===== src/hw/rtl/mmn_pkg.sv =====
// ----------------------------------------------------------------------------
// mmn_pkg
// Shared types and constants for the multichannel min/max normalizer.
// ----------------------------------------------------------------------------
package mmn_pkg;

    // Defaults for the top-level parameters.
    localparam int CHANNELS_DEF    = 8;
    localparam int SAMPLE_BITS_DEF = 12;

    // Fixed field widths.
    localparam int CHAN_W  = 3;
    localparam int LEVEL_W = 8;

    // Reset value of the full-scale register.
    localparam logic [LEVEL_W-1:0] FULL_SCALE_RESET = 8'd100;

    // The quotient never exceeds full scale, so it has LEVEL_W bits.
    localparam int QUO_BITS = LEVEL_W;
    localparam int CNT_W    = $clog2(QUO_BITS);

    // Controller states.
    typedef enum logic [2:0] {
        ST_IDLE,
        ST_UPDATE,
        ST_MULT,
        ST_DIVIDE,
        ST_FINISH
    } mmn_state_t;

    // Commands from the controller to the datapath.
    typedef struct packed {
        logic load;
        logic update;
        logic mult;
        logic div_step;
        logic emit;
    } mmn_cmd_t;

    // Status from the datapath to the controller.
    typedef struct packed {
        logic out_free;
    } mmn_status_t;

endpackage


===== src/hw/rtl/multichannel_minmax_normalizer.sv =====
// ----------------------------------------------------------------------------
// multichannel_minmax_normalizer
// Per-channel running min/max tracker that scales each sample into
// 0..full_scale.
// ----------------------------------------------------------------------------
// Each accepted sample updates its channel's running minimum (or, if not
// below it, the running maximum) and returns one result with the sample
// scaled to (sample - min) * full_scale / (max - min), truncated, or level 0
// with not_ready set while the channel's maximum is not above its minimum or
// the channel number is not below CHANNELS. From transfer in to the result
// standing in the output register an item passes through these steps: accept,
// the min/max update, the multiply, the restoring divider that produces one
// quotient bit per cycle, and the load of the output register. A new sample
// is taken while the previous result still waits in the output register; a
// stalled output holds the next result back in its last step.
module multichannel_minmax_normalizer #(
    parameter int CHANNELS    = mmn_pkg::CHANNELS_DEF,
    parameter int SAMPLE_BITS = mmn_pkg::SAMPLE_BITS_DEF
) (
    input  logic                          clk,
    input  logic                          rst_n,
    input  logic                          cfg_valid,
    output logic                          cfg_ready,
    input  logic [mmn_pkg::LEVEL_W-1:0]   full_scale,
    input  logic                          in_valid,
    output logic                          in_stall,
    input  logic [mmn_pkg::CHAN_W-1:0]    channel,
    input  logic [SAMPLE_BITS-1:0]        sample,
    output logic                          out_valid,
    input  logic                          out_stall,
    output logic [mmn_pkg::CHAN_W-1:0]    out_channel,
    output logic [mmn_pkg::LEVEL_W-1:0]   level,
    output logic                          not_ready,
    output logic [SAMPLE_BITS-1:0]        low_mark,
    output logic [SAMPLE_BITS-1:0]        high_mark
);
    import mmn_pkg::*;

    mmn_cmd_t    cmd;
    mmn_status_t status;

    // The configuration register takes a write in any cycle.
    assign cfg_ready = 1'b1;

    mmn_controller u_ctrl (
        .clk      (clk),
        .rst_n    (rst_n),
        .in_valid (in_valid),
        .in_stall (in_stall),
        .status   (status),
        .cmd      (cmd)
    );

    mmn_datapath #(
        .CHANNELS    (CHANNELS),
        .SAMPLE_BITS (SAMPLE_BITS)
    ) u_dp (
        .clk            (clk),
        .rst_n          (rst_n),
        .cmd            (cmd),
        .status         (status),
        .cfg_we         (cfg_valid),
        .cfg_full_scale (full_scale),
        .channel        (channel),
        .sample         (sample),
        .out_valid      (out_valid),
        .out_stall      (out_stall),
        .out_channel    (out_channel),
        .level          (level),
        .not_ready      (not_ready),
        .low_mark       (low_mark),
        .high_mark      (high_mark)
    );

`ifndef NO_ASSERTIONS
    // A result with an open range must show a minimum below its maximum.
    assert property (@(posedge clk) disable iff (!rst_n)
        (out_valid && !not_ready) |-> (low_mark < high_mark))
    else $error("ready result with closed range");

    // A not-ready result always reports level zero.
    assert property (@(posedge clk) disable iff (!rst_n)
        (out_valid && not_ready) |-> (level == '0))
    else $error("not-ready result with nonzero level");

    // After an input transfer the block is busy with that item.
    assert property (@(posedge clk) disable iff (!rst_n)
        (in_valid && !in_stall) |=> (in_stall && cmd.update))
    else $error("input transfer not followed by update");
`endif

endmodule


===== src/hw/rtl/mmn_controller.sv =====
// ----------------------------------------------------------------------------
// mmn_controller
// Sequencer for the normalizer: accept, update, multiply, divide, emit.
// ----------------------------------------------------------------------------
module mmn_controller (
    input  logic                clk,
    input  logic                rst_n,
    input  logic                in_valid,
    output logic                in_stall,
    input  mmn_pkg::mmn_status_t status,
    output mmn_pkg::mmn_cmd_t    cmd
);
    import mmn_pkg::*;

    mmn_state_t        state_reg;
    mmn_state_t        state_next;
    logic [CNT_W-1:0]  cnt_reg;
    logic [CNT_W-1:0]  cnt_next;

    // State and divider step counter.
    always_ff @(posedge clk or negedge rst_n)
    begin
        if (!rst_n)
        begin
            state_reg <= ST_IDLE;
            cnt_reg   <= '0;
        end
        else
        begin
            state_reg <= state_next;
            cnt_reg   <= cnt_next;
        end
    end

    // Next state.
    always_comb
    begin
        state_next = state_reg;
        cnt_next   = cnt_reg;
        case (state_reg)
            ST_IDLE:
            begin
                if (in_valid)
                begin
                    state_next = ST_UPDATE;
                end
            end
            ST_UPDATE:
            begin
                state_next = ST_MULT;
            end
            ST_MULT:
            begin
                state_next = ST_DIVIDE;
                cnt_next   = '0;
            end
            ST_DIVIDE:
            begin
                cnt_next = cnt_reg + 1'b1;
                if (cnt_reg == CNT_W'(QUO_BITS - 1))
                begin
                    state_next = ST_FINISH;
                end
            end
            ST_FINISH:
            begin
                if (status.out_free)
                begin
                    state_next = ST_IDLE;
                end
            end
            default:
            begin
                state_next = ST_IDLE;
            end
        endcase
    end

    // Outputs decoded from the state.
    always_comb
    begin
        cmd      = '0;
        in_stall = 1'b1;
        case (state_reg)
            ST_IDLE:
            begin
                in_stall = 1'b0;
                cmd.load = in_valid;
            end
            ST_UPDATE:
            begin
                cmd.update = 1'b1;
            end
            ST_MULT:
            begin
                cmd.mult = 1'b1;
            end
            ST_DIVIDE:
            begin
                cmd.div_step = 1'b1;
            end
            ST_FINISH:
            begin
                cmd.emit = status.out_free;
            end
            default:
            begin
                cmd = '0;
            end
        endcase
    end

endmodule


===== src/hw/rtl/mmn_datapath.sv =====
// ----------------------------------------------------------------------------
// mmn_datapath
// Per-channel min/max store, scaling multiplier, restoring divider and
// output register of the normalizer.
// ----------------------------------------------------------------------------
module mmn_datapath #(
    parameter int CHANNELS    = mmn_pkg::CHANNELS_DEF,
    parameter int SAMPLE_BITS = mmn_pkg::SAMPLE_BITS_DEF
) (
    input  logic                          clk,
    input  logic                          rst_n,
    input  mmn_pkg::mmn_cmd_t             cmd,
    output mmn_pkg::mmn_status_t          status,
    input  logic                          cfg_we,
    input  logic [mmn_pkg::LEVEL_W-1:0]   cfg_full_scale,
    input  logic [mmn_pkg::CHAN_W-1:0]    channel,
    input  logic [SAMPLE_BITS-1:0]        sample,
    output logic                          out_valid,
    input  logic                          out_stall,
    output logic [mmn_pkg::CHAN_W-1:0]    out_channel,
    output logic [mmn_pkg::LEVEL_W-1:0]   level,
    output logic                          not_ready,
    output logic [SAMPLE_BITS-1:0]        low_mark,
    output logic [SAMPLE_BITS-1:0]        high_mark
);
    import mmn_pkg::*;

    localparam int IDX_W  = (CHANNELS > 1) ? $clog2(CHANNELS) : 1;
    localparam int PROD_W = SAMPLE_BITS + LEVEL_W;

    logic [LEVEL_W-1:0]     fs_reg;
    logic [SAMPLE_BITS-1:0] low_reg  [CHANNELS];
    logic [SAMPLE_BITS-1:0] high_reg [CHANNELS];

    logic [CHAN_W-1:0]      chan_reg;
    logic [SAMPLE_BITS-1:0] samp_reg;
    logic [SAMPLE_BITS-1:0] lo_reg;
    logic [SAMPLE_BITS-1:0] hi_reg;
    logic [SAMPLE_BITS-1:0] num_reg;
    logic [SAMPLE_BITS-1:0] den_reg;
    logic                   nr_reg;
    logic [SAMPLE_BITS-1:0] rem_reg;
    logic [QUO_BITS-1:0]    quo_reg;

    logic                   out_valid_reg;
    logic [CHAN_W-1:0]      out_channel_reg;
    logic [LEVEL_W-1:0]     level_reg;
    logic                   not_ready_reg;
    logic [SAMPLE_BITS-1:0] low_mark_reg;
    logic [SAMPLE_BITS-1:0] high_mark_reg;

    logic                   chan_ok;
    logic [IDX_W-1:0]       idx;
    logic [SAMPLE_BITS-1:0] cur_lo;
    logic [SAMPLE_BITS-1:0] cur_hi;
    logic                   below;
    logic [SAMPLE_BITS-1:0] new_lo;
    logic [SAMPLE_BITS-1:0] new_hi;
    logic                   range_open;
    logic [PROD_W-1:0]      prod;
    logic [SAMPLE_BITS:0]   trial;
    logic [SAMPLE_BITS:0]   diff;
    logic                   fits;

    // Full-scale configuration register.
    always_ff @(posedge clk or negedge rst_n)
    begin
        if (!rst_n)
        begin
            fs_reg <= FULL_SCALE_RESET;
        end
        else if (cfg_we)
        begin
            fs_reg <= cfg_full_scale;
        end
    end

    // Channel lookup and the min-first, else max, update rule.
    always_comb
    begin
        chan_ok    = (32'(chan_reg) < 32'(CHANNELS));
        idx        = IDX_W'(chan_reg);
        cur_lo     = low_reg[idx];
        cur_hi     = high_reg[idx];
        below      = (samp_reg < cur_lo);
        new_lo     = below ? samp_reg : cur_lo;
        new_hi     = (!below && (samp_reg > cur_hi)) ? samp_reg : cur_hi;
        range_open = (new_hi > new_lo);
    end

    // Running minimum and maximum for every channel.
    always_ff @(posedge clk or negedge rst_n)
    begin
        if (!rst_n)
        begin
            for (int i = 0; i < CHANNELS; i++)
            begin
                low_reg[i]  <= '1;
                high_reg[i] <= '0;
            end
        end
        else if (cmd.update && chan_ok)
        begin
            low_reg[idx]  <= new_lo;
            high_reg[idx] <= new_hi;
        end
    end

    // Scaling product and one restoring divider step.
    always_comb
    begin
        prod  = PROD_W'(num_reg) * PROD_W'(fs_reg);
        trial = {rem_reg, quo_reg[QUO_BITS-1]};
        diff  = trial - {1'b0, den_reg};
        fits  = (trial >= {1'b0, den_reg});
    end

    // Item registers: capture, update results, multiply, divide.
    always_ff @(posedge clk)
    begin
        if (cmd.load)
        begin
            chan_reg <= channel;
            samp_reg <= sample;
        end
        if (cmd.update)
        begin
            lo_reg  <= chan_ok ? new_lo : '0;
            hi_reg  <= chan_ok ? new_hi : '0;
            num_reg <= samp_reg - new_lo;
            den_reg <= new_hi - new_lo;
            nr_reg  <= !(chan_ok && range_open);
        end
        if (cmd.mult)
        begin
            // The quotient fits in QUO_BITS, so the upper part starts below den.
            rem_reg <= prod[PROD_W-1:QUO_BITS];
            quo_reg <= prod[QUO_BITS-1:0];
        end
        if (cmd.div_step)
        begin
            rem_reg <= fits ? diff[SAMPLE_BITS-1:0] : trial[SAMPLE_BITS-1:0];
            quo_reg <= {quo_reg[QUO_BITS-2:0], fits};
        end
    end

    // Output register valid flag.
    always_ff @(posedge clk or negedge rst_n)
    begin
        if (!rst_n)
        begin
            out_valid_reg <= 1'b0;
        end
        else if (cmd.emit)
        begin
            out_valid_reg <= 1'b1;
        end
        else if (!out_stall)
        begin
            out_valid_reg <= 1'b0;
        end
    end

    // Output register payload.
    always_ff @(posedge clk)
    begin
        if (cmd.emit)
        begin
            out_channel_reg <= chan_reg;
            level_reg       <= nr_reg ? '0 : quo_reg;
            not_ready_reg   <= nr_reg;
            low_mark_reg    <= lo_reg;
            high_mark_reg   <= hi_reg;
        end
    end

    // The output register can take a result when empty or when it drains now.
    assign status.out_free = !out_valid_reg || !out_stall;

    assign out_valid   = out_valid_reg;
    assign out_channel = out_channel_reg;
    assign level       = level_reg;
    assign not_ready   = not_ready_reg;
    assign low_mark    = low_mark_reg;
    assign high_mark   = high_mark_reg;

endmodule

===== config.mk =====
export PLATFORM = sky130hd
export DESIGN_NAME = multichannel_minmax_normalizer
export DESIGN_NICKNAME = d
export VERILOG_FILES = /design/src/hw/rtl/mmn_pkg.sv /design/src/hw/rtl/multichannel_minmax_normalizer.sv /design/src/hw/rtl/mmn_controller.sv /design/src/hw/rtl/mmn_datapath.sv
export SDC_FILE = /design/constraint.sdc
export NUM_CORES = 1
export LEC_CHECK = 0
export BUFFER_PORTS_ARGS = -buffer_cell sky130_fd_sc_hd__buf_2
export CAP_MARGIN = 40
export CELL_PAD_IN_SITES_DETAIL_PLACEMENT = 1
export CELL_PAD_IN_SITES_GLOBAL_PLACEMENT = 2
export CORE_ASPECT_RATIO = 0.8
export CORE_MARGIN = 2
export CORE_UTILIZATION = 38
export DETAILED_ROUTE_END_ITERATION = 10
export PLACE_DENSITY_LB_ADDON = 0.1
export REMOVE_ABC_BUFFERS = 1
export SLEW_MARGIN = 10
export SYNTH_ARGS = -nofsm -noshare
export SYNTH_HDL_FRONTEND = slang
export SYNTH_SLANG_ARGS = --single-unit

===== constraint.sdc =====
create_clock -name clk -period 6.45 [get_ports clk]
set_clock_uncertainty 0.2 [all_clocks]
set_input_delay 1.29 -clock clk [delete_from_list [all_inputs] [get_ports clk]]
set_output_delay 1.29 -clock clk [all_outputs]
set_load 0.02 [all_outputs]

Yosys cells after proc, flatten, opt, wreduce, memory -nomap -nowiden
Cells that the tools add are included.

$mul: 1. Shifts and indexed selects: 0. Order comparisons: 6. Muxes and demuxes: 30. Add/sub/neg operators: 4. Reductions and logical operators: 11. Divide/modulo/power cells: 0. Bitwise gates (word level): 1. Equal/unequal tests: 9.

Operators with widths (count): bitwise mux 96 bit (2); two-way mux 12 bit (10); binary-select mux 12 bit (select 3 bit) (2); demux 12 bit (select 3 bit) (1); subtractor 12 bit (3); greater-than comparator 12 bit (2); multiplier 12 x 8 -> 20 bit (1); two-way mux 8 bit (2); case mux 3 bit (5 select lines) (1); greater-or-equal comparator 13 x 12 -> 1 bit (1); less-than comparator 12 bit (1); two-way mux 3 bit (3); two-way mux 1 bit (8); == test 3 x 2 -> 1 bit (second input constant) (2); == test 3 bit (second input constant) (2); inequality test 2 x 1 -> 1 bit (second input constant) (3); case mux 3 bit (2 select lines) (1); greater-or-equal comparator 4 bit (second input constant) (1); logical NOT 1 bit (4); less-than comparator 4 x 1 -> 1 bit (second input constant) (1); NOT 3 -> 4 bit (1); nonzero test 2 bit (2); adder 3 x 1 -> 3 bit (second input constant) (1); == test 3 x 1 -> 1 bit (second input constant) (1); other kinds (5) (6).

Latch bits: 0. Logic and storage cells: 96. Input bits: 28. Register bits after elaboration: 327. Output and inout bits: 39. ROM bits: 0. Memories kept: 0. Memory bits (writable): 0.

Logic depth before layout (Yosys ltp)
Gate-level depths: netlist of run 1.

Depth after elaboration: 10. Mapped depth: 28. Mapped depth without buffers: 25.

Hierarchy
From an unflattened synthesis of run 1, not the netlist that was laid out.

Cell total of the unflattened synthesis: 1804. Area, all modules: 18614.1 um2.

By module, submodules not included: mmn_datapath (seq. area each 8757.1 um2, cells an instance 1768, times used 1, area an instance 18250.0 um2); mmn_controller (seq. area each 150.1 um2, cells an instance 34, times used 1, area an instance 352.8 um2); multichannel_minmax_normalizer (seq. area each 0.0 um2, cells an instance 2, times used 1, area an instance 11.3 um2).

Least setup slack after synthesis of run 1
OpenSTA, ideal clock, no wires.

Kind: register to register. Start point: register u_dp.chan_reg[2]. End point: register u_dp.num_reg[10], data pin. Path buffers: 5. Cell stages (with the launch flop): 28. Required time: 5.992 ns. Path slack: 0.362 ns. Library setup time: 0.258 ns. Clock period less this slack: 6.088 ns. Data arrival time: 5.630 ns. Cells stage by stage: edfxtp_1 clkbuf_1 clkbuf_1 nor3_1 clkbuf_1 clkbuf_1 a22oi_1 nand4_1 inv_1 ha_1 inv_1 o21ai_0 and3b_4 o31ai_2 buf_2 mux2i_1 inv_1 fa_1 nor2b_1 o21ai_0 a21boi_0 o21ai_0 a21boi_0 o21ai_0 nand2b_1 a21o_1 a21oi_1 xnor2_1.

Word-level cells in the longest chain between the ends: 7.

RTL lines: from (decl) (RTL line mmn_datapath.sv:35) `logic [CHAN_W-1:0] chan_reg;`; from (signal assigned) (RTL line mmn_datapath.sv:123) `chan_reg <= channel;`; NOT 3 -> 4 bit (not written as such) (*) (RTL line mmn_datapath.sv:83) `cur_lo = low_reg[idx];`; binary-select mux 12 bit (select 3 bit) (*) (RTL line mmn_datapath.sv:83); two-way mux 12 bit (not written as such) (*) (2 in a row) (RTL line mmn_datapath.sv:83); less-than comparator 12 bit (RTL line mmn_datapath.sv:85) `below = (samp_reg < cur_lo);`; two-way mux 12 bit (*) (RTL line mmn_datapath.sv:86) `new_lo = below ? samp_reg : cur_lo;`; named net u_dp.new_lo[1] (RTL line mmn_datapath.sv:57) `logic [SAMPLE_BITS-1:0] new_lo;`; subtractor 12 bit (*) (RTL line mmn_datapath.sv:130) `num_reg <= samp_reg - new_lo;`; to (signal assigned) (RTL line mmn_datapath.sv:130); to (decl) (RTL line mmn_datapath.sv:39) `logic [SAMPLE_BITS-1:0] num_reg;`.

The timed path passes the listed nets; every way through them passes the cells marked *. The select of a mux whose other input is x is not followed. A chain may end at the register's enable or synchronous reset.

Worst setup path after layout of run 1
Start point: register u_dp.chan_reg[2]. End point: register u_dp.den_reg[11], data pin.

Word-level cells in the longest chain between the ends: 9. Elaborated cells between the ends (all ways): 14. Those cells by class: add/sub (1); order compare (2); mux (8); bitwise (1); reduce/logical (2).

RTL lines: NOT 3 -> 4 bit (not written as such) (*) (RTL line mmn_datapath.sv:83, mmn_datapath.sv:84); binary-select mux 12 bit (select 3 bit) (RTL line mmn_datapath.sv:83); two-way mux 12 bit (not written as such) (2 in a row) (RTL line mmn_datapath.sv:83); less-than comparator 12 bit (RTL line mmn_datapath.sv:85); logical NOT 1 bit (RTL line mmn_datapath.sv:87) `new_hi = (!below && (samp_reg > cur_hi)) ? samp_reg : cur_hi;`; logical AND 1 bit (RTL line mmn_datapath.sv:87); two-way mux 12 bit (*) (RTL line mmn_datapath.sv:87); named net u_dp.new_hi[3] (RTL line mmn_datapath.sv:58) `logic [SAMPLE_BITS-1:0] new_hi;`; subtractor 12 bit (*) (RTL line mmn_datapath.sv:131) `den_reg <= new_hi - new_lo;`; to (signal assigned) (RTL line mmn_datapath.sv:131); to (decl) (RTL line mmn_datapath.sv:40) `logic [SAMPLE_BITS-1:0] den_reg;`.

Marks and branches as above.

==> run metrics, run 1 <==
Max Fclk=0.165 GHz; Synth cell types=73; startpoint types=register; number of vias per cell=5.26; row count=71; endpoints failing hold=0; First DRT Iteration DRCs=577; top post-synthesis cells by area=edfxtp_1 (20%), dfrtp_1 (15%), dfstp_2 (14%); Overflow after GRT=0; antenna fix cells=0; worst-path fanout max=11; final worst-path cycle share=between 90% and 100%; Max Slew Vio Count=0; commonest non-fill, non-tap cells in the layout=nand2_1 (267), o21ai_0 (222), inv_1 (161), edfxtp_1 (120), dfrtp_1 (108); WL met2=between 20000 and 25000 um; HPWL Detailed=between 30000 and 40000 um; GPL Wtd Cong=around 0.8; drt wl/cell=21.4 um; P&R area growth vs syn=14.8%; # IOs=67; pwr/cell area=around 590 nW/um^2; Pre-antenna DRT Iters=9; actual slew at the worst max-slew pin=approximately 830 ps; Clock Path Buffers=3; DRC=2; Final min period=6050 ps; die width=approximately 250 um; Mapped Area=18200 sq um; Worst EP required=around 6500 ps; Mapped Cells=approximately 1700; failing checks=DRC; max_cap viols=0; Power Total=between 0.01 and 0.015 W; core area=around 47000 sq um; DRT antenna net count=0; Total Die Area=between 40000 and 50000 sq um; syn_area_per_cell=between 10 and 15 sq um; GRT Resource Usage Total=between 20% and 30%; vias in the first global route=between 10000 and 15000; CTS Root Cell=clkbuf_16; worst skew pair latency=~560 ps; pin count of the biggest net entering global routing=a little under 100; yosys warns=0; nets=2018; die height=roughly 200 um; Yosys reg bits=between 300 and 400; Buffers on Ports=65; share of layout cells above drive strength 1=roughly 18%; first-pass GRT wire length=about 84000 um; slew margin rel.=44.8%; setup violators final=0; Setup crit end kind=register; vias=about 13000; Post-synth EDFFs=120; leakage=roughly 9 nW; Peak VDD IR=0.000274 V; Worst Path Arrival=~6100 ps; Routed WL=~53000 um; Post-Layout Cell Count=~2500; sequential area share after synthesis=about half; cell count after placement=roughly 2400; Async SR Flop Fraction=between 60% and 70%; Clock transition at path regs=60 ps; met3 wire len=around 1500 um; TritonCTS buffer count=38; Yosys top cell by area=edfxtp_1; Synth top area share=around a fifth; CTS H-tree depth=2; status=finished with violations; initial antenna violation count=2; RSZ-0062 raised after global routing=false; worst setup margin=~400 ps; most common cell after layout, fill and taps aside=nand2_1; Synth Flop Type=edfxtp_1; Worst Hold Class=register to register; TritonCTS clock tree=yes; clk sinks=327; uppermost layer routed=met5; Initial Util=between 30% and 40%; Resized cells post-CTS=0; Crit Path Category=register to register; pre-CTS WS=283 ps; final hold slack=around 220 ps; Post-Route M1 WL=25300 um
[critical path, stage by stage, from the launching register on]
cell	delay, ps
edfxtp_1	520
buf_4	290
mux2_2	360
a221o_1	290
a222oi_1	700
ha_1	370
o211ai_1	90
a21oi_1	100
a2111oi_1	380
buf_4	200
nor3_2	50
buf_4	220
mux2i_1	260
inv_1	120
ha_1	410
nand2_1	120
a2111oi_2	420
a2111oi_4	90
nor3_2	300
o221ai_2	160
xnor2_1	130
[cell usage after synthesis (all sizes together) (4+ instances only)]
cell and number:
o211ai 5, dfrtp 108, edfxtp 120, nand2b 4, buf 12, a2111oi 5, dfstp 99, nand2 268
inv 162, mux2 15, nor2b 20, o21ai 224, nor3 10, a21o 17, a21boi 8, and3 7
a22oi 68, xor2 13, a221oi 7, nand3 13, mux2i 42, clkbuf 73, nor2 44, or3 4
ha 98, and2 84, xnor2 25, a31oi 4, o31ai 6, fa 63, nand4 23, a21oi 40
a22o 6
[area by class of cell]
cell class,instances,area (sq um)
Multi-Input combinational cell,1164,8360
Timing Repair Buffer,134,967
Inverter,164,618
Clock buffer,47,1030
Fill cell,5175,26300
Sequential cell,327,8910
Clock inverter,22,209
Tap cell,620,776
[what timing repair did]
action	CTS	global route
setup buffers	0	4
setup endpoints to repair	0	4
hold buffers	0	0
[metrics by stage]
step / cell area (sq um) / setup TNS [ps] / utilization (%)
floorplan: 17900 / -153950 / -
global placement: 19600 / 0 / 41.4
detailed placement: 19600 / 0 / 41.5
CTS: 20800 / 0 / 44.1
global route: 20900 / 0 / 44.3
finish: 20900 / 0 / 44.3
[final timing paths]
check	start	endpoint	slack [ps]	depth (start not counted)
min in group asynchronous	rst_n	u_dp.fs_reg[0]	380	1
worst min register to register	u_dp.hi_reg[7]	u_dp.high_mark[7]	220	0
max in group asynchronous	rst_n	u_dp.low_reg[17]	4430	3
worst max-delay path	u_dp.chan_reg[2]	u_dp.den_reg[11]	400	20
worst min-delay path	u_dp.hi_reg[7]	u_dp.high_mark[7]	220	0
worst max register to register	u_dp.chan_reg[2]	u_dp.den_reg[11]	400	20
[report_power, final]
group          internal, W  switching, W
registers          0.00330      0.000482
logic              0.00258       0.00372
clock network      0.00124      0.000908
total              0.00712       0.00511
[metal layers]
metal	up-vias	global-route usage, %
met2	167	37.5
met4	2	5.86
li1	6174	-
met1	6623	30.0
met3	79	2.87
met5	-	0
[cells by family (layout without fill, tap and decap cells)]
kind of cell / count (synthesis) / in the layout / share of synthesized area [%]
simple gates: 485 / 485 / 12.4
buf+inv: 249 / 367 / 5.24
compound gates: 419 / 419 / 14.2
xor+xnor: 38 / 38 / 1.83
flops: 327 / 327 / 49.0
fa+ha+maj: 162 / 162 / 13.7
other cells: 1 / 1 / 0.0206
mux: 59 / 59 / 3.53
No activity file was read; power rests on OpenSTA's default activity.
==> run 2: changes to the inputs <==
Settings changed: CORE_UTILIZATION 38 to 42.
Clock period 6.45 ns to 6.1 ns, I/O delays scaled along.
==> run metrics, run 2 (synthesis gave the netlist of run 1 again) <==
status=finished, final reports clean (was finished with violations); endpoints failing hold=0 (unchanged); # IOs=67 (unchanged); worst-path fanout max=13 (was 11); Clock transition at path regs=60 ps (about the same); CTS Root Cell=clkbuf_16 (unchanged); Final min period=5780 ps (was 6050 ps); pin count of the biggest net entering global routing=122 (was 98); Worst Path Arrival=5850 ps (was 6140 ps); nets=2013 (was 2018); CTS H-tree depth=2 (unchanged); Clock Path Buffers=3 (unchanged); DRT antenna net count=0 (unchanged); worst skew pair latency=540 ps (was 560 ps); setup violators final=0 (unchanged); Worst EP required=6170 ps (was 6540 ps); Crit Path Category=register to register (unchanged); final worst-path cycle share=94.8% (was 93.8%); final hold slack=219 ps (was 218 ps); Routed WL=53200 um (was 52900 um); drt wl/cell=22.1 um (was 21.4 um); first-pass GRT wire length=84000 um (was 84100 um); Fillers=4697 (was 5175); Max Slew Vio Count=0 (unchanged); Max Fclk=0.173 GHz (was 0.165 GHz); Worst Hold Class=register to register (unchanged); die height=190 um (was 200 um); Pre-antenna DRT Iters=5 (was 9); max_cap viols=0 (unchanged); r2r setup slk=320 ps (was 400 ps); initial antenna violation count=1 (was 2); Overflow after GRT=0 (unchanged); First DRT Iteration DRCs=688 (was 577); vias in the first global route=14300 (was 14000); slew margin rel.=44.6% (was 44.8%); Peak VDD IR=0.000301 V (was 0.000274 V); number of vias per cell=5.45 (was 5.26); Setup crit end kind=register (unchanged); row count=68 (was 71); TritonCTS clock tree=yes (unchanged); startpoint types=register (unchanged); core area=43000 sq um (was 47200 sq um); most common cell after layout, fill and taps aside=nand2_1 (unchanged); DRC=0 (was 2); antenna fix cells=0 (unchanged); TritonCTS buffer count=36 (was 38); GPL Wtd Cong=0.847 (was 0.816); Initial Util=42.3% (was 38.6%); clk sinks=327 (unchanged); Buffers on Ports=65 (unchanged); HPWL Detailed=37600 um (was 38000 um); vias=13100 (was 13000); TNS Setup=0 ps (unchanged); commonest non-fill, non-tap cells in the layout=nand2_1 (267), o21ai_0 (220), inv_1 (161), edfxtp_1 (120), dfrtp_1 (106) (was nand2_1 (267), o21ai_0 (222), inv_1 (161), edfxtp_1 (120), dfrtp_1 (108)); P&R area growth vs syn=14.2% (was 14.8%); Power Total=0.0130 W (was 0.0122 W); leakage=8.92 nW (was 8.96 nW); actual slew at the worst max-slew pin=831 ps (was 828 ps); pwr/cell area=626 nW/um^2 (was 586 nW/um^2); share of layout cells above drive strength 1=17.9% (about the same); Total Die Area=45000 sq um (was 49600 sq um); GRT Resource Usage Total=24.4% (was 22.1%); die width=237 um (was 249 um)
-- run 2: cell count changes in the layout (fill, tap and decap cells not counted), sizes merged --
cell	change
clkinv	-7
clkbuf	+4
buf	-3
clkinvlp	-2
bufinv	+1
-- run 2: area by class of cell --
class | count | area, sq um | share of cell area [%]
Multi-Input combinational cell | 1164 | 8400 | 40.5
Clock buffer | 51 | 1020 | 4.90
Timing Repair Buffer | 131 | 943 | 4.54
Sequential cell | 327 | 8910 | 42.9
Inverter | 164 | 622 | 2.99
Clock inverter | 14 | 169 | 0.813
Tap cell | 560 | 701 | 3.37
-- run 2: power breakdown --
group	internal [W]	total [W]	switching, W
Combinational	0.00276	0.00675	0.00400
Clock	0.00130	0.00222	0.000924
Sequential	0.00349	0.00401	0.000525
-- run 2: critical path, cell delays in order, from the launching register on --
cell and delay, ps:
dfstp_2 710, nand2_1 130, fa_1 380, inv_1 90
fa_1 400, ha_1 290, inv_1 50, fa_1 530
inv_1 40, ha_1 330, nor2b_1 150, o21ai_0 330
a21oi_1 170, o21ai_0 270, a21oi_1 150, a41o_1 290
o41ai_1 310, buf_4 200, o21ai_0 120, mux2i_1 140
a31o_2 250
-- run 2: per-stage QoR --
stage / area, sq um / utilization, % / instances / setup slack, ps
6_report: 20800 / 48.3 / 2411 / 319
2_1_floorplan: 17900 / - / 1655 / -1150
5_1_grt: 20800 / 48.3 / 2411 / -23.0
3_5_place_dp: 19500 / 45.3 / 2341 / 200
3_3_place_gp: 19400 / 45.2 / 2337 / 286
4_1_cts: 20700 / 48.1 / 2406 / 168
-- run 2: what timing repair did --
item | CTS | global route
setup endpoints to repair | 0 | 10
resized for setup | 0 | 19
hold buffers | 0 | 0
hold endpoints to repair | 0 | 0
buffers inserted | 0 | 5
-- run 2: final timing paths --
| check | start | end | depth (start not counted) |
|---|---|---|---|
| min in group asynchronous | rst_n | u_dp.fs_reg[7] | 1 |
| setup / recovery | u_dp.fs_reg[2] | u_dp.rem_reg[11] | 20 |
| max in group asynchronous | rst_n | u_dp.high_reg[74] | 2 |
| hold reg to reg | u_dp.hi_reg[4] | u_dp.high_mark[4] | 0 |
| setup reg to reg | u_dp.fs_reg[2] | u_dp.rem_reg[11] | 20 |
| hold / removal | u_dp.hi_reg[4] | u_dp.high_mark[4] | 0 |
-- run 2: routing by layer --
layer | part of all wire (%) | vias to the layer above | wire, um | global-route usage, %
li1 | - | 6155 | - | -
met1 | 45 | 6677 | 24200 | 32.8
met2 | 49 | 222 | 26100 | 42.0
met3 | 3.1 | 82 | 1640 | 2.89
met4 | 2.4 | 0 | 1270 | 6.48
met5 | 0 | - | 0 | 0
==> run 3: changes to the inputs <==
Settings changed: CORE_UTILIZATION 42 to 36, HOLD_SLACK_MARGIN set to 0.06, MAX_ROUTING_LAYER set to met4.
==> run metrics, run 3 (synthesis gave the netlist of run 1 again) <==
GRT busiest layer=met2 (unchanged); Initial Util=36.5% (was 42.3%); First DRT Iteration DRCs=611 (was 688); clk sinks=327 (unchanged); vias in the first global route=14000 (was 14300); most common cell after layout, fill and taps aside=nand2_1 (unchanged); worst-path fanout max=13 (unchanged); fin area=21100 sq um (was 20800 sq um); Max Fclk=0.174 GHz (was 0.173 GHz); endpoints failing hold=0 (unchanged); Worst Hold Class=register to register (unchanged); slew margin rel.=39.6% (was 44.6%); first-pass GRT wire length=85200 um (was 84000 um); die height=205 um (was 190 um); final worst-path cycle share=94.2% (was 94.8%); cells along the critical path=nand2_1 -> fa_1 -> fa_1 -> inv_1 -> fa_1 -> inv_1 -> fa_1 -> inv_1 -> ha_1 -> inv_1 -> a21oi_1 -> o21ai_1 -> a21oi_1 -> a41o_1 -> o41ai_1 -> buf_4 -> o21ai_0 -> mux2i_1 -> a31o_2 (was nand2_1 -> fa_1 -> inv_1 -> fa_1 -> ha_1 -> inv_1 -> fa_1 -> inv_1 -> ha_1 -> nor2b_1 -> o21ai_0 -> a21oi_1 -> o21ai_0 -> a21oi_1 -> a41o_1 -> o41ai_1 -> buf_4 -> o21ai_0 -> mux2i_1 -> a31o_2); GPL Wtd Cong=0.804 (was 0.847); met2 usage=35.7% (was 42.0%); pin count of the biggest net entering global routing=79 (was 122); Total Die Area=52300 sq um (was 45000 sq um); die width=255 um (was 237 um); CP top delay family=adder cells (unchanged); RSZ-0062 raised after global routing=false; Clock transition at path regs=60 ps (about the same); DRT antenna net count=0 (unchanged); Setup crit end kind=register (unchanged); core area=49800 sq um (was 43000 sq um); TritonCTS buffer count=38 (was 36); actual slew at the worst max-slew pin=903 ps (was 831 ps); peak per-stage delay on the critical path=650 ps (was 710 ps); Worst EP required=6220 ps (was 6170 ps); Hold-fix buffers, CTS=0 (unchanged); M1 GR Usage=29.6% (was 32.8%); max_cap viols=0 (unchanged); Fillers=5443 (was 4697); Post-Layout Cell Count=2544 (was 2411); register area=8910 sq um (about the same); number of vias per cell=5.14 (was 5.45); share of layout cells above drive strength 1=18.2% (was 17.9%); Crit Path Category=register to register (unchanged); pwr/cell area=617 nW/um^2 (was 626 nW/um^2); cell count after placement=2462 (was 2341); DRC=0 (unchanged); footprint of the multi-input gates=8400 sq um (unchanged); WP buf/inv=5 (was 4); final core occ=42.3% (was 48.3%); initial antenna violation count=0 (was 1); met3 Track Usage GR=2.97% (was 2.89%); Peak VDD IR=0.000289 V (was 0.000301 V); CTS Root Cell=clkbuf_16 (unchanged); DP Area=19700 sq um (was 19500 sq um); Max Slew Vio Count=0 (unchanged); # IOs=67 (unchanged); drt wl/cell=21.4 um (was 22.1 um); setup violators final=0 (unchanged); Pre-antenna DRT Iters=4 (was 5); P&R area growth vs syn=15.9% (was 14.2%); startpoint types=register (unchanged); CTS H-tree depth=2 (unchanged); commonest non-fill, non-tap cells in the layout=nand2_1 (267), o21ai_0 (218), inv_1 (161), edfxtp_1 (120), dfrtp_1 (108) (was nand2_1 (267), o21ai_0 (220), inv_1 (161), edfxtp_1 (120), dfrtp_1 (106)); Worst Path Arrival=5870 ps (was 5850 ps); Buffers on Ports=65 (unchanged); leakage=9.02 nW (was 8.92 nW); nets=2026 (was 2013); worst skew pair latency=570 ps (was 540 ps); TritonCTS clock tree=yes (unchanged); HPWL Detailed=39100 um (was 37600 um); Routed WL=54500 um (was 53200 um); vias=13100 (about the same); Slowest cell on crit path=dfstp_2 (unchanged); GRT Resource Usage Total=22.2% (was 24.4%); Overflow after GRT=0 (unchanged); status=finished, final reports clean (unchanged); Final min period=5750 ps (was 5780 ps); Clock Path Buffers=3 (unchanged); row count=73 (was 68)
## run 3: layout make-up
cell class | count | area share [%]
timing repair buffer | 142 | 4.81
clock inverter | 14 | 0.968
tap | 675 | 4.01
clock buffer | 56 | 5.12
sequential | 327 | 42.3
inverter | 164 | 2.93
multi-input combinational | 1164 | 39.9
antenna | 2 | 0.0237
## run 3: power by group
part	internal, W	switching [W]	leakage [nW]	total (W)
combinational	0.00273	0.00393	4.82	0.00666
sequential	0.00349	0.000501	3.59	0.00399
clock	0.00138	0.000971	0.620	0.00235
## run 3: per-stage QoR
stage	power, W	worst slack [ps]	hold slack, ps	TNS, ps
3_3_place_gp	0.0106	199	204	0
2_1_floorplan	0.00850	-1150	200	-225120
4_1_cts	0.0131	15.9	220	0
6_report	0.0130	354	217	0
5_1_grt	0.0142	17.7	225	0
3_5_place_dp	0.0107	28.3	206	0
## run 3: final timing paths
path                                endpoint            from  slack, ps  cells after the start
hold / removal             u_dp.high_mark[4]  u_dp.hi_reg[4]        220                      0
max in group asynchronous  u_dp.high_reg[44]           rst_n       4040                      2
setup / recovery            u_dp.rem_reg[11]  u_dp.fs_reg[6]        350                     19
setup reg to reg            u_dp.rem_reg[11]  u_dp.fs_reg[6]        350                     19
min in group asynchronous  u_dp.high_reg[24]           rst_n        480                      1
hold reg to reg            u_dp.high_mark[4]  u_dp.hi_reg[4]        220                      0
## run 3: worst register-to-register path, stage by stage (launching register included)
cell     delay (ps)
dfstp_2         650
nand2_1         110
fa_1            500
fa_1            560
inv_1            60
fa_1            540
inv_1            60
fa_1            530
inv_1            40
ha_1            300
inv_1           120
a21oi_1          90
o21ai_1         220
a21oi_1         140
a41o_1          290
o41ai_1         330
buf_4           190
o21ai_0         140
mux2i_1         160
a31o_2          250
## run 3: routing by layer
layer / share of wire (%) / up-vias / wire length, um
met5: 0 / - / 0
met4: 2.2 / 0 / 1180
met3: 2.8 / 64 / 1530
met2: 48 / 152 / 25900
met1: 47 / 6670 / 25900
li1: - / 6194 / -
## run 3: what timing repair did
action                     4_1_cts  5_1_grt
setup endpoints to repair        0       13
resized for setup                0       11
setup buffers                    0       10
